**config.mk**
```make
export PLATFORM = sky130hd
export DESIGN_NAME = motion_command_line_parser
export DESIGN_NICKNAME = d
export VERILOG_FILES = /design/src/rtl/mclp_pkg.sv /design/src/rtl/mclp_line_buf.sv /design/src/rtl/mclp_decode.sv /design/src/rtl/motion_command_line_parser.sv
export VERILOG_INCLUDE_DIRS = /design/src /design/src/rtl
export SDC_FILE = /design/constraint.sdc
export NUM_CORES = 1
export LEC_CHECK = 0
export ABC_AREA = 0
export BUFFER_PORTS_ARGS = -buffer_cell sky130_fd_sc_hd__buf_4
export CAP_MARGIN = 20
export CORE_MARGIN = 3
export CORE_UTILIZATION = 35
export CTS_BUF_LIST = sky130_fd_sc_hd__clkbuf_16
export DETAILED_ROUTE_END_ITERATION = 7
export PLACE_DENSITY_LB_ADDON = 0.25
export SYNTH_ARGS = -nofsm -noshare
export SYNTH_HDL_FRONTEND = slang
export SYNTH_HIERARCHICAL = 1
export SYNTH_SLANG_ARGS = --single-unit
```
**constraint.sdc**
```tcl
create_clock -name i_clk -period 3.7 [get_ports i_clk]
set_input_delay 0.555 -clock i_clk [delete_from_list [all_inputs] [get_ports i_clk]]
set_output_delay 0.555 -clock i_clk [all_outputs]
set_load 0.01 [all_outputs]
```
**src/rtl/motion_command_line_parser_defines.svh**
```systemverilog
// assertion macros for the top-level rtl file
`ifndef MOTION_COMMAND_LINE_PARSER_DEFINES_SVH
`define MOTION_COMMAND_LINE_PARSER_DEFINES_SVH

// same-cycle implication, checked outside reset
`define MCLP_ASSERT_SAME(label, clk, rst_n, ante, cons) \
    label: assert property (@(posedge clk) disable iff (!(rst_n)) (ante) |-> (cons)) \
        else $error("mclp check failed");

// next-cycle implication, checked outside reset
`define MCLP_ASSERT_NEXT(label, clk, rst_n, ante, cons) \
    label: assert property (@(posedge clk) disable iff (!(rst_n)) (ante) |=> (cons)) \
        else $error("mclp check failed");

`endif

```
**src/rtl/mclp_pkg.sv**
```systemverilog
package mclp_pkg;

    // line geometry
    localparam int LINE_KEEP = 7;
    localparam int IDX_W     = $clog2(LINE_KEEP);
    localparam int CNT_W     = 4;
    localparam logic [CNT_W-1:0] COUNT_MAX = 4'd15;
    localparam int PAT_COUNT = 7;
    localparam int PAT_LEN   = 5;

    // special characters
    localparam logic [7:0] CH_CR    = 8'd13;
    localparam logic [7:0] CH_LF    = 8'd10;
    localparam logic [7:0] CH_NUL   = 8'd0;
    localparam logic [7:0] CH_SPACE = 8'h20;
    localparam logic [7:0] CH_ZERO  = 8'h30;
    localparam logic [7:0] CH_NINE  = 8'h39;
    localparam logic [7:0] CH_F     = 8'h46;
    localparam logic [7:0] CH_B     = 8'h42;
    localparam logic [7:0] CH_W     = 8'h57;

    // command kinds
    localparam logic [3:0] KIND_INVALID    = 4'd0;
    localparam logic [3:0] KIND_FWD        = 4'd1;
    localparam logic [3:0] KIND_BACK       = 4'd2;
    localparam logic [3:0] KIND_STOP       = 4'd3;
    localparam logic [3:0] KIND_FWD_INDEF  = 4'd4;
    localparam logic [3:0] KIND_BACK_INDEF = 4'd5;
    localparam logic [3:0] KIND_L90        = 4'd6;
    localparam logic [3:0] KIND_R90        = 4'd7;
    localparam logic [3:0] KIND_L90_BACK   = 4'd8;
    localparam logic [3:0] KIND_R90_BACK   = 4'd9;

    // fixed command tails, first character in the top byte
    localparam logic [8*PAT_LEN-1:0] PAT_TEXT [PAT_COUNT] = '{
        "STOP-", "FW---", "BW---", "FL090", "FR090", "BL090", "BR090"
    };
    localparam logic [3:0] PAT_KIND [PAT_COUNT] = '{
        KIND_STOP, KIND_FWD_INDEF, KIND_BACK_INDEF,
        KIND_L90, KIND_R90, KIND_L90_BACK, KIND_R90_BACK
    };

    typedef struct packed {
        logic [LINE_KEEP-1:0][7:0] chars;
        logic [CNT_W-1:0]          trim_len;
    } t_line;

    typedef struct packed {
        logic       cmd_valid;
        logic [3:0] command_kind;
        logic [3:0] detection_tens;
        logic [3:0] detection_ones;
        logic [9:0] distance_units;
        logic       indefinite;
    } t_result;

    function automatic logic is_term(input logic [7:0] c);
        return (c == CH_CR) || (c == CH_LF) || (c == CH_NUL);
    endfunction

    function automatic logic is_digit(input logic [7:0] c);
        return (c >= CH_ZERO) && (c <= CH_NINE);
    endfunction

endpackage

```
**src/rtl/mclp_line_buf.sv**
```systemverilog
module mclp_line_buf (
    input  logic                i_clk,
    input  logic                i_rst_n,
    input  logic                i_en,
    input  logic [7:0]          i_byte,
    output mclp_pkg::t_line     o_line
);

    logic [mclp_pkg::LINE_KEEP-1:0][7:0] r_chars;
    logic [mclp_pkg::CNT_W-1:0]          r_seen;
    logic [mclp_pkg::CNT_W-1:0]          r_trim;
    logic [mclp_pkg::CNT_W-1:0]          n_seen;
    logic [mclp_pkg::CNT_W-1:0]          n_trim;
    logic                                term;

    assign term = mclp_pkg::is_term(i_byte);

    // saturating count and position of the last non-space
    always_comb begin
        n_seen = r_seen;
        n_trim = r_trim;
        if (term) begin
            n_seen = '0;
            n_trim = '0;
        end else begin
            if (r_seen != mclp_pkg::COUNT_MAX) begin
                n_seen = r_seen + 1'b1;
            end
            if (i_byte != mclp_pkg::CH_SPACE) begin
                n_trim = n_seen;
            end
        end
    end

    always_ff @(posedge i_clk) begin
        if (!i_rst_n) begin
            r_seen <= '0;
            r_trim <= '0;
        end else if (i_en) begin
            r_seen <= n_seen;
            r_trim <= n_trim;
        end
    end

    // keep the first characters of the line
    always_ff @(posedge i_clk) begin
        if (i_en && !term && (r_seen < mclp_pkg::CNT_W'(mclp_pkg::LINE_KEEP))) begin
            r_chars[r_seen[mclp_pkg::IDX_W-1:0]] <= i_byte;
        end
    end

    assign o_line.chars    = r_chars;
    assign o_line.trim_len = r_trim;

endmodule

```
**src/rtl/mclp_decode.sv**
```systemverilog
module mclp_decode (
    input  mclp_pkg::t_line   i_line,
    output mclp_pkg::t_result o_result
);

    logic [8*mclp_pkg::PAT_LEN-1:0] tail;
    logic                           head_ok;
    logic [3:0]                     pat_kind;
    logic                           dist_ok;
    logic [3:0]                     kind;
    logic [9:0]                     dist_val;

    // command tail, first character in the top byte
    assign tail = {i_line.chars[2], i_line.chars[3], i_line.chars[4],
                   i_line.chars[5], i_line.chars[6]};

    assign head_ok = (i_line.trim_len == mclp_pkg::CNT_W'(mclp_pkg::LINE_KEEP))
                   && mclp_pkg::is_digit(i_line.chars[0])
                   && mclp_pkg::is_digit(i_line.chars[1]);

    // fixed tails are distinct, at most one hits
    always_comb begin
        pat_kind = mclp_pkg::KIND_INVALID;
        for (int p = 0; p < mclp_pkg::PAT_COUNT; p++) begin
            if (tail == mclp_pkg::PAT_TEXT[p]) begin
                pat_kind = mclp_pkg::PAT_KIND[p];
            end
        end
    end

    // forward or backward with a three-digit distance
    assign dist_ok = ((i_line.chars[2] == mclp_pkg::CH_F) || (i_line.chars[2] == mclp_pkg::CH_B))
                   && (i_line.chars[3] == mclp_pkg::CH_W)
                   && mclp_pkg::is_digit(i_line.chars[4])
                   && mclp_pkg::is_digit(i_line.chars[5])
                   && mclp_pkg::is_digit(i_line.chars[6]);

    always_comb begin
        kind = mclp_pkg::KIND_INVALID;
        dist_val = '0;
        if (head_ok) begin
            if (pat_kind != mclp_pkg::KIND_INVALID) begin
                kind = pat_kind;
            end else if (dist_ok) begin
                kind = (i_line.chars[2] == mclp_pkg::CH_F) ? mclp_pkg::KIND_FWD
                                                           : mclp_pkg::KIND_BACK;
                dist_val = {6'd0, i_line.chars[4][3:0]} * 10'd100
                         + {6'd0, i_line.chars[5][3:0]} * 10'd10
                         + {6'd0, i_line.chars[6][3:0]};
            end
        end
    end

    // everything zero on an invalid line
    always_comb begin
        o_result = '0;
        if (kind != mclp_pkg::KIND_INVALID) begin
            o_result.cmd_valid      = 1'b1;
            o_result.command_kind   = kind;
            o_result.detection_tens = i_line.chars[0][3:0];
            o_result.detection_ones = i_line.chars[1][3:0];
            o_result.distance_units = dist_val;
            o_result.indefinite     = (kind == mclp_pkg::KIND_FWD_INDEF)
                                   || (kind == mclp_pkg::KIND_BACK_INDEF);
        end
    end

endmodule

```
**src/rtl/motion_command_line_parser.sv**
```systemverilog
// Motion command line parser. Takes one character word per cycle and emits one
// result word for every line terminator (CR, LF or NUL), with the command kind,
// the two detection digits, the distance and the indefinite flag, all zero for
// an illegal line. A line terminator waits in the input register, then the line
// it ends goes through the decoder into the result register. The block
// sustains one character per cycle; the only thing that holds the input is a
// terminator waiting in the input register while the result register is full
// and stalled. Ordinary characters only update the line buffer and pass even
// while a result waits.
`include "motion_command_line_parser_defines.svh"

module motion_command_line_parser (
    input  logic       i_clk,
    input  logic       i_rst_n,
    input  logic       i_valid,
    output logic       o_stall,
    input  logic [7:0] i_char_byte,
    output logic       o_valid,
    input  logic       i_stall,
    output logic       o_cmd_valid,
    output logic [3:0] o_command_kind,
    output logic [3:0] o_detection_tens,
    output logic [3:0] o_detection_ones,
    output logic [9:0] o_distance_units,
    output logic       o_indefinite
);

    logic              r_in_vld;
    logic [7:0]        r_in_byte;
    logic              r_out_vld;
    mclp_pkg::t_result r_out;
    logic              in_term;
    logic              out_free;
    logic              advance;
    mclp_pkg::t_line   line;
    mclp_pkg::t_result result;

    assign in_term  = mclp_pkg::is_term(r_in_byte);
    assign out_free = !r_out_vld || !i_stall;
    assign advance  = r_in_vld && (!in_term || out_free);
    assign o_stall  = r_in_vld && !advance;

    // input register
    always_ff @(posedge i_clk) begin
        if (!i_rst_n) begin
            r_in_vld <= 1'b0;
        end else if (!o_stall) begin
            r_in_vld <= i_valid;
        end
    end

    always_ff @(posedge i_clk) begin
        if (!o_stall && i_valid) begin
            r_in_byte <= i_char_byte;
        end
    end

    mclp_line_buf u_line_buf (
        .i_clk   (i_clk),
        .i_rst_n (i_rst_n),
        .i_en    (advance),
        .i_byte  (r_in_byte),
        .o_line  (line)
    );

    mclp_decode u_decode (
        .i_line   (line),
        .o_result (result)
    );

    // result register
    always_ff @(posedge i_clk) begin
        if (!i_rst_n) begin
            r_out_vld <= 1'b0;
        end else if (out_free) begin
            r_out_vld <= advance && in_term;
        end
    end

    always_ff @(posedge i_clk) begin
        if (advance && in_term) begin
            r_out <= result;
        end
    end

    assign o_valid          = r_out_vld;
    assign o_cmd_valid      = r_out.cmd_valid;
    assign o_command_kind   = r_out.command_kind;
    assign o_detection_tens = r_out.detection_tens;
    assign o_detection_ones = r_out.detection_ones;
    assign o_distance_units = r_out.distance_units;
    assign o_indefinite     = r_out.indefinite;

    // consistency of the result word and of the pipeline control
    `MCLP_ASSERT_SAME(a_valid_kind, i_clk, i_rst_n, r_out_vld, r_out.cmd_valid == (r_out.command_kind != mclp_pkg::KIND_INVALID))
    `MCLP_ASSERT_SAME(a_indef_kind, i_clk, i_rst_n, r_out_vld && r_out.indefinite, (r_out.command_kind == mclp_pkg::KIND_FWD_INDEF) || (r_out.command_kind == mclp_pkg::KIND_BACK_INDEF))
    `MCLP_ASSERT_SAME(a_dist_kind, i_clk, i_rst_n, r_out_vld && (r_out.distance_units != 10'd0), (r_out.command_kind == mclp_pkg::KIND_FWD) || (r_out.command_kind == mclp_pkg::KIND_BACK))
    `MCLP_ASSERT_NEXT(a_plain_no_out, i_clk, i_rst_n, r_in_vld && !in_term && out_free, !r_out_vld)
    `MCLP_ASSERT_SAME(a_empty_no_stall, i_clk, i_rst_n, !r_in_vld, !o_stall)

endmodule
```
# Yosys cells after proc, flatten, opt, wreduce, memory -nomap -nowiden

Cells that the tools add are included.

Register bits: 98
Bits of input ports: 12
Output and inout bits: 26
Logic and storage cells: 113

Add/subtract/negate cells: 3
Multiply operators: 2
Order comparisons: 13
Equality and inequality tests: 17
Muxes and demuxes: 22
Bitwise logic cells: 3
Reduce and logical (&&, ||, !) cells: 35

Operator list:

| operator             | count |
|---|---|
| $eq 40x39->1 const B | 7 |
| $bwmux 56            | 1 |
| $ge 8x6->1 const B   | 5 |
| $le 8x6->1 const B   | 5 |
| $mux 4               | 9 |
| $mux 10              | 3 |
| $demux 8 s3          | 1 |
| $eq 8x7->1 const B   | 3 |
| $mux 24              | 1 |
| $logic_and 1x1->1    | 18 |
| $eq 8x4->1 const B   | 2 |
| $eq 4x3->1 const B   | 3 |
| $mux 3               | 4 |
| $add 10x4->10        | 1 |
| $add 10x8->10        | 1 |
| $logic_not 8->1      | 1 |
| $mul 4x5->8 const B  | 1 |
| $mux 8               | 1 |
| $ne 8x6->1 const B   | 1 |
| $reduce_bool 4->1    | 2 |
| $mul 4x3->7 const B  | 1 |
| $logic_or 1x1->1     | 6 |
| $logic_not 1->1      | 5 |
| $add 4x1->4 const B  | 1 |
| other kinds (9)      | 12 |

# Longest topological paths before layout

Word-level depth: 14
Depth in mapped cells: 12
Gate-level depth less buffers: 12

# Hierarchy

The synthesis kept the hierarchy.

By module, submodules not included:

| module                     | times used | cells each | area an instance (µm²) | seq. area each (µm²) |
|---|---|---|---|---|
| mclp_line_buf              | 1          | 121        | 2249.7                 | 1841.8 |
| mclp_decode                | 1          | 162        | 1365.1                 | 0.0 |
| motion_command_line_parser | 1          | 53         | 1132.3                 | 1001.0 |

# Worst setup path before layout

OpenSTA, ideal clock, no wires.

Path kind: register -> register
Start: reg u_line_buf.r_chars, in the netlist u_line_buf/o_line[45]
End: reg r_out, in the netlist o_distance_units[9], data pin
Library setup time: 0.157 ns
Arrival: 2.966 ns
Required time: 3.543 ns
Path slack: 0.577 ns
Cell stages (with the launch flop): 13
Buffers on the path: 0
Clock period less this slack: 3.123 ns
Cells stage by stage: edfxtp_1 -> ha_1 -> ha_1 -> inv_1 -> fa_1 -> inv_1 -> ha_1 -> ha_1 -> o21ai_0 -> nor2_1 -> or4_1 -> and3_1 -> nor3_1

Longest elaborated chain between the ends: 14
Elaborated cells on any way between the ends: 30
Classes of those cells: 2 x add/sub; 1 x mul; 2 x order compare; 7 x eq/ne; 10 x mux; 2 x bitwise; 6 x reduce/logical

Ends and longest elaborated chain:

| element                                                                | line                             | source |
|---|---|---|
| start, declared                                                        | mclp_line_buf.sv:9               | `logic [mclp_pkg::LINE_KEEP-1:0][7:0] r_chars;` |
| start signal, assigned by index                                        | mclp_line_buf.sv:48              | `r_chars[r_seen[mclp_pkg::IDX_W-1:0]] <= i_byte;` |
| parallel branches: the longest is 14 deep, another holds $add 10x8->10 | -                                |  |
| end signal, assigned                                                   | motion_command_line_parser.sv:82 | `r_out <= result;` |
| end, declared                                                          | motion_command_line_parser.sv:31 | `mclp_pkg::t_result r_out;` |

Parallel ways; which one is timed is not known.
A chain may end at the register's enable or synchronous reset.

# Worst setup path in the final report

Start: reg u_line_buf.r_chars, in the netlist u_line_buf/o_line[47]
End: reg r_out, in the netlist o_distance_units[9], data pin

The elaborated chain is that of the path after synthesis.

==> flow_summary.yaml <==
global_route:
  grt_pass1_wl_um: 14480
  grt_start_max_net_pins: 25
  antenna_found_initial: 0
  grt_use_total_pct: 12.80
  grt_pass1_vias: 2868
  grt.overflow.total: 0
logic_synthesis:
  ys_ff_latch: 98
  postSynthAreaPerCell_um2: 14.13
  synth_top_area_cell: "edfxtp_1"
  synth-edff-count: 88
  synth_top_area_share_pct: 55.67
  netlist_top_cells_area: "edfxtp_1 56%, ha_1 7.9%, dfxtp_1 4.2%"
  ys_warn_count: 6
  synth-async-reset-ratio_pct: 0
  yosysSeqAreaShare_pct: 59.88
  synthFlopType: "edfxtp_1"
  postSynthCellCount: 336
  yosys.cell_types.count: 64
  syn-num-nets: 383
  synth_area_um2: 4747
cells_and_area:
  syn_to_final_growth_pct: 17.69
  final_cell_mix: "88 x edfxtp_1, 46 x buf_4, 30 x ha_1"
  final_util_pct: 43.22
  antenna_cells_inserted: 0
  layout-drive-gt1-share_pct: 21.83
  multi_input_area_um2: 1809
  nFillCells: 1199
  final_cells: 566
  final_common_cell: "edfxtp_1"
  seq_area_um2: 2843
  nNetsFinal: 436
sta:
  drv_slew: 0
  rsz0062_at_grt: "no"
  finClkSkew_ps: 4.925
  period_needed_ps: 3390
  finalCritPeriodShare_pct: 91.62
  setup_tns_ps: 0
  relSlewSlack_pct: 59.37
  worst_slew_pin_slew_ps: 609.4
  finalSetupViolations: 0
  fmax_ghz: 0.2950
  finalHoldViolCount: 0
pwr:
  p_leak_nw: 1.959
  ir_drop_mv: 0.2636
  cellPowerDensity_nw_per_um2: 401.9
place:
  port_buffers: 37
  place_congestion: 0.7771
  dpl.cell_count: 550
  place_hpwl_um: 6254
setup_path:
  critical_path_class: "reg -> reg"
  crit_top_cell: "ha_1"
  end_kind: "flip-flop"
  max_stage_delay_ps: 490
  cp-start-kind: "flip-flop"
  path_max_fanout: 7
  rrSetupSlack_ps: 310
  r2r_start: "u_line_buf/o_line[47]"
  crit_slowest_cell: "edfxtp_1"
  cp.required_ps: 3870
  cp.arrival_ps: 3560
  path_cells: "ha_1, ha_1, inv_1, fa_1, inv_1, ha_1, ha_1, o21ai_0, nor2_1, or4_1, and3_1, nor3_1"
  startpoint: "u_line_buf/o_line[47]"
routing:
  wl_per_cell_um: 15.54
  top_layer: "met4"
  drt-vias-per-instance: 5.042
  wl_met3_um: 506
  initialDrtViolationCount: 100
  wl_met2_um: 4124
  drc: 0
  wl_met1_um: 4020
  vias: 2854
  ant_nets: 0
  wl_um: 8795
  firstDrtPassIters: 4
clock_tree:
  worstSkewPairLatency_ps: 340
  clkTransAtPathRegs_ps: 70
  numCtsBuffers: 9
  cts_root_buf: "clkbuf_16"
  cts_tree: "yes"
  ctsHtreeMaxLevel: 3
  postCtsSetupBuffers: 0
  cts_hold_buf: 0
  clock_path_buffers: 2
  cts_sinks: 98
  cts_resized: 0
outcome:
  outcome: "finished, final reports clean"
min_path:
  hp-class: "in -> reg"
  min_from: "i_char_byte[4]"
die:
  fp-row-count: 41
  die_area_um2: 15000
  start_util_pct: 36.72
  fp.dieH_um: 122.5
  die_w_um: 122.5
  coreArea_um2: 12930
  io_pins: 38
run:
  max_cap_violations: 0
## cells by family after synthesis
family,Yosys count,synth area share [%]
AO/OA/AOI/OAI,48,7.802
adder cells (fa/ha/maj),35,10.02
buffers and inverters,23,2.109
XOR/XNOR,9,1.660
multiplexers,1,0.2372
AND/OR/NAND/NOR,122,18.29
flip-flops,98,59.88
## through the flow
stage / hold WS [ps] / total power [mW] / instance area [um2] / setup slack (ps)
after detailed placement: 448.9 / 1.341 / 5284 / 392.1
after floorplan: 426.3 / 1.303 / 4747 / 576.7
after CTS: 370.2 / 2.272 / 5587 / 367.6
final: 388.2 / 2.245 / 5587 / 310.2
after global placement: 446.1 / 1.338 / 5284 / 461.5
after global routing: 369.5 / 2.323 / 5587 / 196.8
## where the power goes
group,internal (mW),total [mW],switching [mW]
Combinational,0.0255,0.0518,0.0263
Sequential,1.23,1.26,0.0369
Clock,0.529,0.930,0.401
Total,1.78,2.25,0.464
## Yosys cell counts (3+ instances only)
library cell  count
nor2b_1           4
o21a_1            3
nand2b_1          3
nor4_1            7
nor2_1           20
fa_1              5
xnor2_1           5
inv_1            19
and2_1            9
nor4bb_1          7
nor3_1           11
nand3b_1          6
nand4_1           4
a21oi_1           9
o21ai_0           8
and4bb_1          5
dfxtp_1          10
nand3_1           8
xor2_1            4
and4b_1           3
nand2_1          11
o21ai_1           5
edfxtp_1         88
ha_1             30
nor4_4            3
## worst max-delay path: cells and delay by family (launching register included)
kind,cells,cell delay [ps]
AND/OR/NAND/NOR,4,850
AO/OA/AOI/OAI,1,180
adder cells (fa/ha/maj),5,1620
flip-flops,1,490
buffers and inverters,2,90
## metal layers
layer  GRT usage (%)  up-vias
met5               0        -
met4           4.619        0
met3           3.963       10
met2           20.61       58
met1           16.32     1383
li1                -     1403
## flip-flops by register name, summed over array words and instances, names as in the netlist, 4 cells and up
signal and cells:
u_line_buf/r_seen 4, o_detection_tens 4, r_in_byte 8, o_command_kind 4, u_line_buf/o_line 56, o_detection_ones 4
u_line_buf/r_trim 4, o_distance_units 10
## final cells by class
type                            instances  share of cell area, %
Clock inverter                          7                  1.389
Sequential cell                        98                  50.88
Multi-Input combinational cell        215                  32.39
Tap cell                              172                  3.852
Inverter                               19                  1.277
Timing Repair Buffer                   46                  6.181
Clock buffer                            9                  4.031
## path summary, 6_finish.rpt
check                                             to  depth (start not counted)
worst max-delay path             o_distance_units[9]                         12
worst min-delay path                    r_in_byte[4]                          1
worst max register to register   o_distance_units[9]                         12
worst min register to register  u_line_buf/r_trim[3]                          2
Note: power is estimated with default switching activity, not from simulation.
